$ cat src/sv/dad_pkg.sv
// Package for the date add days unit: widths, calendar constants, control types
// and the month length and leap year helpers. No dependencies.
`default_nettype none
package dad_pkg;

    localparam int YEAR_BITS    = 16;
    localparam int COUNT_BITS   = 16;
    localparam int DAY_BITS     = 5;
    localparam int MONTH_BITS   = 4;
    localparam int RES_BITS     = 9;
    localparam int LEAP_CYCLE   = 400;
    localparam int REDUCE_STEPS = YEAR_BITS - 8;
    localparam int STEP_W       = $clog2(REDUCE_STEPS);
    localparam int CMP_W        = (COUNT_BITS > RES_BITS) ? COUNT_BITS : RES_BITS;

    localparam logic [MONTH_BITS-1:0] MON_JAN = 4'd0;
    localparam logic [MONTH_BITS-1:0] MON_FEB = 4'd1;
    localparam logic [MONTH_BITS-1:0] MON_APR = 4'd3;
    localparam logic [MONTH_BITS-1:0] MON_JUN = 4'd5;
    localparam logic [MONTH_BITS-1:0] MON_SEP = 4'd8;
    localparam logic [MONTH_BITS-1:0] MON_NOV = 4'd10;
    localparam logic [MONTH_BITS-1:0] MON_DEC = 4'd11;

    localparam logic [RES_BITS-1:0] YLEN_LEAP   = 9'd366;
    localparam logic [RES_BITS-1:0] YLEN_COMMON = 9'd365;
    localparam logic [RES_BITS-1:0] RES_100     = 9'd100;
    localparam logic [RES_BITS-1:0] RES_200     = 9'd200;
    localparam logic [RES_BITS-1:0] RES_300     = 9'd300;
    localparam logic [RES_BITS-1:0] RES_LAST    = 9'd399;

    typedef struct packed {
        logic              load;
        logic              reduce;
        logic [STEP_W-1:0] shift;
        logic              check;
        logic              walk;
        logic              out_load;
    } t_dp_cmd;

    typedef struct packed {
        logic bad;
        logic walk_done;
    } t_dp_sts;

    // year residue mod 400 -> leap
    function automatic logic leap_of(input logic [RES_BITS-1:0] r);
        logic l;
        l = (r[1:0] == 2'b00) && (r != RES_100) && (r != RES_200) && (r != RES_300);
        return l;
    endfunction

    function automatic logic [DAY_BITS-1:0] month_len(input logic [MONTH_BITS-1:0] m,
                                                      input logic leap);
        logic [DAY_BITS-1:0] len;
        case (m) inside
            MON_FEB:                          len = leap ? 5'd29 : 5'd28;
            MON_APR, MON_JUN, MON_SEP, MON_NOV: len = 5'd30;
            default:                          len = 5'd31;
        endcase
        return len;
    endfunction

endpackage
`default_nettype wire

$ cat src/sv/date_add_days_unit.sv
// Top level of the date add days unit: joins dad_ctrl and dad_datapath.
// Depends on dad_pkg, dad_ctrl, dad_datapath.
//
// channel  | handshake                 | payload
// ---------+---------------------------+--------------------------------------------
// input    | i_in_valid / o_in_stall   | start_day, start_month, start_year, days_to_add
// output   | o_out_valid / i_out_stall | end_day, end_month, end_year, year_overflow,
//          |                           | bad_start
//
// Each item passes through accept, (YEAR_BITS - 8) year reduction steps, the start
// check, one walk step per month (or per whole year from January 1st), the walk exit
// and the push; a bad start skips the walk. The month walk is the longest part.
// Reset is synchronous and clears only the controller.
// One item is in work at a time; a held result waits in the output register
// while the next item is taken and worked on.
`default_nettype none
module date_add_days_unit (
    input  wire logic                            i_clk,
    input  wire logic                            i_rst_n,
    input  wire logic                            i_in_valid,
    output logic                                 o_in_stall,
    input  wire logic [dad_pkg::DAY_BITS-1:0]    i_start_day,
    input  wire logic [dad_pkg::MONTH_BITS-1:0]  i_start_month,
    input  wire logic [dad_pkg::YEAR_BITS-1:0]   i_start_year,
    input  wire logic [dad_pkg::COUNT_BITS-1:0]  i_days_to_add,
    output logic                                 o_out_valid,
    input  wire logic                            i_out_stall,
    output logic [dad_pkg::DAY_BITS-1:0]         o_end_day,
    output logic [dad_pkg::MONTH_BITS-1:0]       o_end_month,
    output logic [dad_pkg::YEAR_BITS-1:0]        o_end_year,
    output logic                                 o_year_overflow,
    output logic                                 o_bad_start
);

    dad_pkg::t_dp_cmd cmd;
    dad_pkg::t_dp_sts sts;

    dad_ctrl u_ctrl (
        .i_clk       (i_clk),
        .i_rst_n     (i_rst_n),
        .i_in_valid  (i_in_valid),
        .o_in_stall  (o_in_stall),
        .o_out_valid (o_out_valid),
        .i_out_stall (i_out_stall),
        .i_sts       (sts),
        .o_cmd       (cmd)
    );

    dad_datapath u_dp (
        .i_clk           (i_clk),
        .i_cmd           (cmd),
        .i_start_day     (i_start_day),
        .i_start_month   (i_start_month),
        .i_start_year    (i_start_year),
        .i_days_to_add   (i_days_to_add),
        .o_sts           (sts),
        .o_end_day       (o_end_day),
        .o_end_month     (o_end_month),
        .o_end_year      (o_end_year),
        .o_year_overflow (o_year_overflow),
        .o_bad_start     (o_bad_start)
    );

endmodule
`default_nettype wire

$ cat src/sv/dad_ctrl.sv
// Controller for the date add days unit: sequences load, year reduction, start
// check, month walk and result hand-off. Depends on dad_pkg.
`default_nettype none
module dad_ctrl (
    input  wire logic             i_clk,
    input  wire logic             i_rst_n,
    input  wire logic             i_in_valid,
    output logic                  o_in_stall,
    output logic                  o_out_valid,
    input  wire logic             i_out_stall,
    input  wire dad_pkg::t_dp_sts i_sts,
    output dad_pkg::t_dp_cmd      o_cmd
);

    typedef enum logic [4:0] {
        S_IDLE   = 5'b00001,
        S_REDUCE = 5'b00010,
        S_CHECK  = 5'b00100,
        S_WALK   = 5'b01000,
        S_PUSH   = 5'b10000
    } t_state;

    t_state                      r_state, n_state;
    logic [dad_pkg::STEP_W-1:0]  r_step, n_step;
    logic                        r_out_valid, n_out_valid;
    logic                        in_acc;
    logic                        out_free;

    assign o_in_stall  = (r_state != S_IDLE);
    assign o_out_valid = r_out_valid;
    assign in_acc      = i_in_valid && (r_state == S_IDLE);
    assign out_free    = !r_out_valid || !i_out_stall;

    always_comb begin
        n_state      = r_state;
        n_step       = r_step;
        o_cmd        = '0;
        o_cmd.shift  = r_step;
        unique case (r_state)
            S_IDLE: begin
                if (in_acc) begin
                    o_cmd.load = 1'b1;
                    n_step     = dad_pkg::STEP_W'(dad_pkg::REDUCE_STEPS - 1);
                    n_state    = S_REDUCE;
                end
            end
            S_REDUCE: begin
                o_cmd.reduce = 1'b1;
                if (r_step == '0) begin
                    n_state = S_CHECK;
                end else begin
                    n_step = r_step - 1'b1;
                end
            end
            S_CHECK: begin
                o_cmd.check = 1'b1;
                n_state     = i_sts.bad ? S_PUSH : S_WALK;
            end
            S_WALK: begin
                if (i_sts.walk_done) begin
                    n_state = S_PUSH;
                end else begin
                    o_cmd.walk = 1'b1;
                end
            end
            S_PUSH: begin
                if (out_free) begin
                    o_cmd.out_load = 1'b1;
                    n_state        = S_IDLE;
                end
            end
            default: n_state = S_IDLE;
        endcase
    end

    always_comb begin
        n_out_valid = r_out_valid;
        if (o_cmd.out_load) begin
            n_out_valid = 1'b1;
        end else if (!i_out_stall) begin
            n_out_valid = 1'b0;
        end
    end

    always_ff @(posedge i_clk) begin
        if (!i_rst_n) begin
            r_state     <= S_IDLE;
            r_step      <= '0;
            r_out_valid <= 1'b0;
        end else begin
            r_state     <= n_state;
            r_step      <= n_step;
            r_out_valid <= n_out_valid;
        end
    end

    a_load_valid: assert property (@(posedge i_clk) disable iff (!i_rst_n)
        o_cmd.out_load |=> r_out_valid)
        else $error("result load did not raise valid");

    a_reduce_end: assert property (@(posedge i_clk) disable iff (!i_rst_n)
        (r_state == S_REDUCE) && (r_step == '0) |=> (r_state == S_CHECK))
        else $error("reduction did not end in check");

    a_walk_end: assert property (@(posedge i_clk) disable iff (!i_rst_n)
        (r_state == S_WALK) && i_sts.walk_done |=> (r_state == S_PUSH))
        else $error("finished walk did not push");

    a_push_hold: assert property (@(posedge i_clk) disable iff (!i_rst_n)
        (r_state == S_PUSH) && !out_free |=> (r_state == S_PUSH))
        else $error("push left while output busy");

endmodule
`default_nettype wire

$ cat src/sv/dad_datapath.sv
// Datapath for the date add days unit: date and count registers, year residue
// mod 400, one month, whole-year or last partial-month step per walk command,
// result register. Depends on dad_pkg.
`default_nettype none
module dad_datapath (
    input  wire logic                               i_clk,
    input  wire dad_pkg::t_dp_cmd                   i_cmd,
    input  wire logic [dad_pkg::DAY_BITS-1:0]       i_start_day,
    input  wire logic [dad_pkg::MONTH_BITS-1:0]     i_start_month,
    input  wire logic [dad_pkg::YEAR_BITS-1:0]      i_start_year,
    input  wire logic [dad_pkg::COUNT_BITS-1:0]     i_days_to_add,
    output dad_pkg::t_dp_sts                        o_sts,
    output logic [dad_pkg::DAY_BITS-1:0]            o_end_day,
    output logic [dad_pkg::MONTH_BITS-1:0]          o_end_month,
    output logic [dad_pkg::YEAR_BITS-1:0]           o_end_year,
    output logic                                    o_year_overflow,
    output logic                                    o_bad_start
);

    logic [dad_pkg::DAY_BITS-1:0]   r_day;
    logic [dad_pkg::MONTH_BITS-1:0] r_month;
    logic [dad_pkg::YEAR_BITS-1:0]  r_year;
    logic [dad_pkg::YEAR_BITS-1:0]  r_rem;
    logic [dad_pkg::COUNT_BITS-1:0] r_count;
    logic                           r_ovf;
    logic                           r_bad;

    logic [dad_pkg::DAY_BITS-1:0]   r_out_day;
    logic [dad_pkg::MONTH_BITS-1:0] r_out_month;
    logic [dad_pkg::YEAR_BITS-1:0]  r_out_year;
    logic                           r_out_ovf;
    logic                           r_out_bad;

    logic [dad_pkg::YEAR_BITS-1:0]  bound;
    logic [dad_pkg::RES_BITS-1:0]   res;
    logic                           leap;
    logic [dad_pkg::DAY_BITS-1:0]   len;
    logic [dad_pkg::DAY_BITS-1:0]   rest;
    logic [dad_pkg::RES_BITS-1:0]   ylen;
    logic [dad_pkg::CMP_W-1:0]      cnt_x;
    logic                           skip;
    logic                           past_month;
    logic                           year_max;
    logic [dad_pkg::RES_BITS-1:0]   res_inc;

    assign bound      = dad_pkg::YEAR_BITS'(dad_pkg::LEAP_CYCLE) << i_cmd.shift;
    assign res        = r_rem[dad_pkg::RES_BITS-1:0];
    assign leap       = dad_pkg::leap_of(res);
    assign len        = dad_pkg::month_len(r_month, leap);
    assign rest       = len - r_day;
    assign ylen       = leap ? dad_pkg::YLEN_LEAP : dad_pkg::YLEN_COMMON;
    assign cnt_x      = dad_pkg::CMP_W'(r_count);
    assign skip       = (r_month == dad_pkg::MON_JAN) && (r_day == '0)
                        && (cnt_x > dad_pkg::CMP_W'(ylen));
    assign past_month = cnt_x > dad_pkg::CMP_W'(rest);
    assign year_max   = (r_year == '1);
    assign res_inc    = (res == dad_pkg::RES_LAST) ? '0 : res + 1'b1;

    assign o_sts.bad       = (r_month > dad_pkg::MON_DEC) || (r_day == '0) || (r_day > len);
    assign o_sts.walk_done = (r_count == '0);

    always_ff @(posedge i_clk) begin
        if (i_cmd.load) begin
            r_day   <= i_start_day;
            r_month <= i_start_month;
            r_year  <= i_start_year;
            r_rem   <= i_start_year;
            r_count <= i_days_to_add;
            r_ovf   <= 1'b0;
        end
        if (i_cmd.reduce && (r_rem >= bound)) begin
            r_rem <= r_rem - bound;
        end
        if (i_cmd.check) begin
            r_bad <= o_sts.bad;
        end
        if (i_cmd.walk) begin
            if (skip || (past_month && (r_month == dad_pkg::MON_DEC))) begin
                if (year_max) begin
                    r_year <= '0;
                    r_rem  <= '0;
                    r_ovf  <= 1'b1;
                end else begin
                    r_year <= r_year + 1'b1;
                    r_rem  <= dad_pkg::YEAR_BITS'(res_inc);
                end
            end
            if (skip) begin
                r_count <= dad_pkg::COUNT_BITS'(cnt_x - dad_pkg::CMP_W'(ylen));
            end else if (past_month) begin
                r_count <= r_count - dad_pkg::COUNT_BITS'(rest);
                r_day   <= '0;
                r_month <= (r_month == dad_pkg::MON_DEC) ? dad_pkg::MON_JAN
                                                         : r_month + 1'b1;
            end else begin
                r_day   <= r_day + r_count[dad_pkg::DAY_BITS-1:0];
                r_count <= '0;
            end
        end
        if (i_cmd.out_load) begin
            r_out_day   <= r_day;
            r_out_month <= r_month;
            r_out_year  <= r_year;
            r_out_ovf   <= r_ovf && !r_bad;
            r_out_bad   <= r_bad;
        end
    end

    assign o_end_day       = r_out_day;
    assign o_end_month     = r_out_month;
    assign o_end_year      = r_out_year;
    assign o_year_overflow = r_out_ovf;
    assign o_bad_start     = r_out_bad;

endmodule
`default_nettype wire
$ cat config.mk
export PLATFORM = sky130hd
export DESIGN_NAME = date_add_days_unit
export DESIGN_NICKNAME = d
export VERILOG_FILES = /design/src/sv/dad_pkg.sv /design/src/sv/date_add_days_unit.sv /design/src/sv/dad_ctrl.sv /design/src/sv/dad_datapath.sv
export SDC_FILE = /design/constraint.sdc
export NUM_CORES = 1
export LEC_CHECK = 0
export BUFFER_PORTS_ARGS = -buffer_cell sky130_fd_sc_hd__buf_2
export CORE_ASPECT_RATIO = 0.6
export CORE_MARGIN = 3
export CORE_UTILIZATION = 40
export DETAILED_ROUTE_END_ITERATION = 6
export PLACE_DENSITY_LB_ADDON = 0.3
export RECOVER_POWER = 25
export SKIP_CTS_REPAIR_TIMING = 1
export SLEW_MARGIN = 5
export SYNTH_ARGS = -nofsm -noshare
export SYNTH_HDL_FRONTEND = slang
export SYNTH_SLANG_ARGS = --single-unit
$ cat constraint.sdc
create_clock -name i_clk -period 9.1 [get_ports i_clk]
set_input_delay 1.82 -clock i_clk [delete_from_list [all_inputs] [get_ports i_clk]]
set_output_delay 1.82 -clock i_clk [all_outputs]
set_load 0.02 [all_outputs]
==> key figures <==
Setup path
  • Reg2Reg Capture Point: u_dp.cnt_x[9]
  • Path type of the worst setup path: flop to flop
  • Crit-path max FO: 11
  • Launching point of the worst reg2reg path: u_dp.r_rem[5]
  • CP Capture Type: flop
  • CP Launch Type: flop
  • Worst EP arrival: 5230 ps
  • Critical Path RT: around 9200 ps
  • Reg-to-reg slack, setup: between 3000 and 4000 ps
  • Worst reg-to-reg path cell count: 19

Synth
  • Post-synth top cells: nand2_1, dfxtp_1, edfxtp_1, nor2_1, ha_1
  • Synth Instances: ~670
  • Post-synth EDFFs: 44
  • Distinct cells, synth: roughly 70
  • Avg Inst Size Synth: 9.146 um2
  • Cell with the most instances after synthesis: nand2_1
  • Synth top area share: 21.63%
  • Seq/Total Area, Yosys: a little under two fifths
  • Async SR Flop Fraction: 0%
  • Cell taking the most area after synthesis: edfxtp_1
  • YS warnings: 0
  • Top cells by area, synth: edfxtp_1, dfxtp_1, ha_1
  • Main synth FF type: dfxtp_1
  • Post-Syn Area: a little over 6000 um2
  • Syn_nets: about 750
  • Synthesized flop and latch total: between 90 and 100

Placed design
  • Post-DP Area: roughly 6600 um2
  • DP Wirelength: between 10,000 and 15,000 um
  • Port Buffers: 73
  • RD Place Congestion: slightly above 0.9
  • Placed insts: 910
  • Place WS: approximately 4100 ps

Global route
  • First-pass GRT wire length: ~27,000 um
  • Largest net degree at the start of global routing: 33
  • Overflow after GRT: 0
  • Tot GR Track Use: approximately a fifth
  • Initial antenna violation count: 0
  • Vias in the first global route: 4,920

Timing
  • RSZ-0062 raised after global routing: false
  • Hold slack final: about 460 ps
  • Worst-Margin Slew: between 1000 and 1500 ps
  • Period utilization: roughly 56%
  • Min Tclk post-route: 5123 ps
  • Final setup TNS: 0 ps
  • Max-slew violations: 0
  • Final Setup Violations: 0
  • Setup ws final: between 3000 and 4000 ps
  • Relative slew slack: 28.20%
  • Worst Clk Skew: 10.20 ps
  • Final number of hold-violating endpoints: 0
  • Peak Freq: a little under 0.2 GHz

Die
  • Die ar.: 16,840 um2
  • Std cell rows: 34
  • Initial Util: roughly 42%
  • Die height: approximately 100 um
  • Core Area: about 15,000 um2
  • Die Wd: 165.6 um
  • I/O pin count: 74

Clocking
  • CTS buffer count: 9
  • CTS tree: yes
  • # H-tree levels: 3
  • Clk Tree Root Cell: clkbuf_16
  • Clock Pin Slew Worst Setup and Hold Paths: ~80 ps
  • Clk_lat worst skew: around 360 ps
  • Clk buf depth: 2
  • Total clock sinks: between 90 and 100

Routing
  • DR pass1 iterations: 5
  • Routed wire per std cell: between 15 and 20 um
  • Overall routed net length: between 15,000 and 20,000 um
  • Vias/cell: about 5.9
  • Routed Antenna Nets: 0
  • Initial DRC count: approximately 520
  • Via count: 5,426
  • DRC viols: 0

Run status
  • Status: finished clean

Cells and area
  • Non-Filler Instances: 926
  • # fillers: 1,439
  • Final Core Density: between 40% and 50%
  • Fin nets: between 800 and 900
  • Design area: 6898 um2
  • ANT cells: 0
  • Area delta synth->final: 12.90%
  • Multi-input gate area: between 3000 and 4000 um2
  • Storage cell area: about 2300 um2
  • Layout cells sized above 1: approximately 15%

Power and ir drop
  • Worst vdd ir: about 0.000098 V
  • Leakage: between 2 and 3 nW
  • Total power: 1.885 mW
  • P per Cell Area: around 270 nW/um2

Min path
  • Min-delay worst type: flop to flop
  • Min-delay src: u_dp.r_year[11]
  • Worst Hold End: u_dp.o_end_year[11]
  • WHS Path Cells: 0

Flow run
  • Max-cap violation count: 0
-- state kept, by name (all words and copies together) (netlist names), 4 cells and up --
signal	cells
u_ctrl.r_state	5
u_dp.cnt_x	16
u_dp.o_end_day	5
u_dp.o_end_month	4
u_dp.o_end_year	16
u_dp.r_day	5
u_dp.r_month	4
u_dp.r_rem	16
u_dp.r_year	16
-- worst max-delay path: stages (launching register included) --
cell,delay (ps)
dfxtp_1,500
nor2b_1,210
a31oi_1,100
nor3b_1,220
a41oi_1,70
o21ai_0,430
nor2_1,80
o22ai_1,190
ha_1,230
nor2b_1,60
nor3b_1,300
xor2_1,180
ha_1,290
o21ai_0,230
a21oi_1,160
o21ai_0,240
and2_1,480
nor2_1,300
a221o_1,380
a31o_2,230
-- final cells by class --
type / count / share of cell area, %
clock buffers: 9 / 3.265
multi-input cells: 512 / 50.90
inverters: 28 / 1.524
repair buffers: 77 / 5.514
flip-flops and latches: 95 / 33.96
clock inverters: 7 / 1.252
well taps: 198 / 3.592
-- worst max path at each step --
| stage | from | end | slack [ps] | depth (start not counted) |
|---|---|---|---|---|
| after floorplan | u_dp.r_rem[2] | u_dp.r_month[2] | 5020 | 20 |
| after global placement | u_dp.r_rem[7] | u_dp.cnt_x[9] | 4340 | 19 |
| after detailed placement | u_dp.r_rem[5] | u_dp.cnt_x[9] | 4130 | 19 |
| after CTS | u_dp.r_rem[5] | u_dp.cnt_x[9] | 4120 | 19 |
| after global routing | u_dp.r_rem[5] | u_dp.cnt_x[2] | 3450 | 19 |
| final | u_dp.r_rem[5] | u_dp.cnt_x[9] | 3980 | 19 |
-- power by group --
part           internal, mW  total [mW]  switching, mW  leakage [nW]
logic                 0.357       0.794          0.437          1.79
clock network         0.197       0.393          0.196         0.151
registers             0.554       0.699          0.144         0.831
-- cell usage in the layout (no fill, tap or decap), types with 12 or more instances in the layout --
cell,count
nand2_1,78
buf_2,61
dfxtp_1,51
edfxtp_1,44
nor2_1,41
ha_1,37
inv_1,28
o21ai_0,26
a21oi_1,25
nand3_1,21
nor3_1,20
xnor2_1,17
a211oi_1,16
a31oi_1,13
and3_1,13
and2_1,12
clkbuf_1,12
-- per-layer routing --
metal | GRT usage, % | part of all wire, %
met5 | 0 | 0
met4 | 5.304 | 1.0
met3 | 5.803 | 8.6
met2 | 26.77 | 38
met1 | 32.51 | 52
-- logic make-up (layout without fill, tap and decap cells) --
kind of cell    Yosys count  in the layout  share of synthesized area [%]
mux                      12             12                          2.007
compound gates          186            186                          22.26
flops                    95             95                          38.34
fa+ha+maj                41             41                          8.888
buf+inv                  61            121                          4.382
simple gates            248            248                          20.54
xor+xnor                 25             25                          3.584
Power figures use the tool's default switching activity.
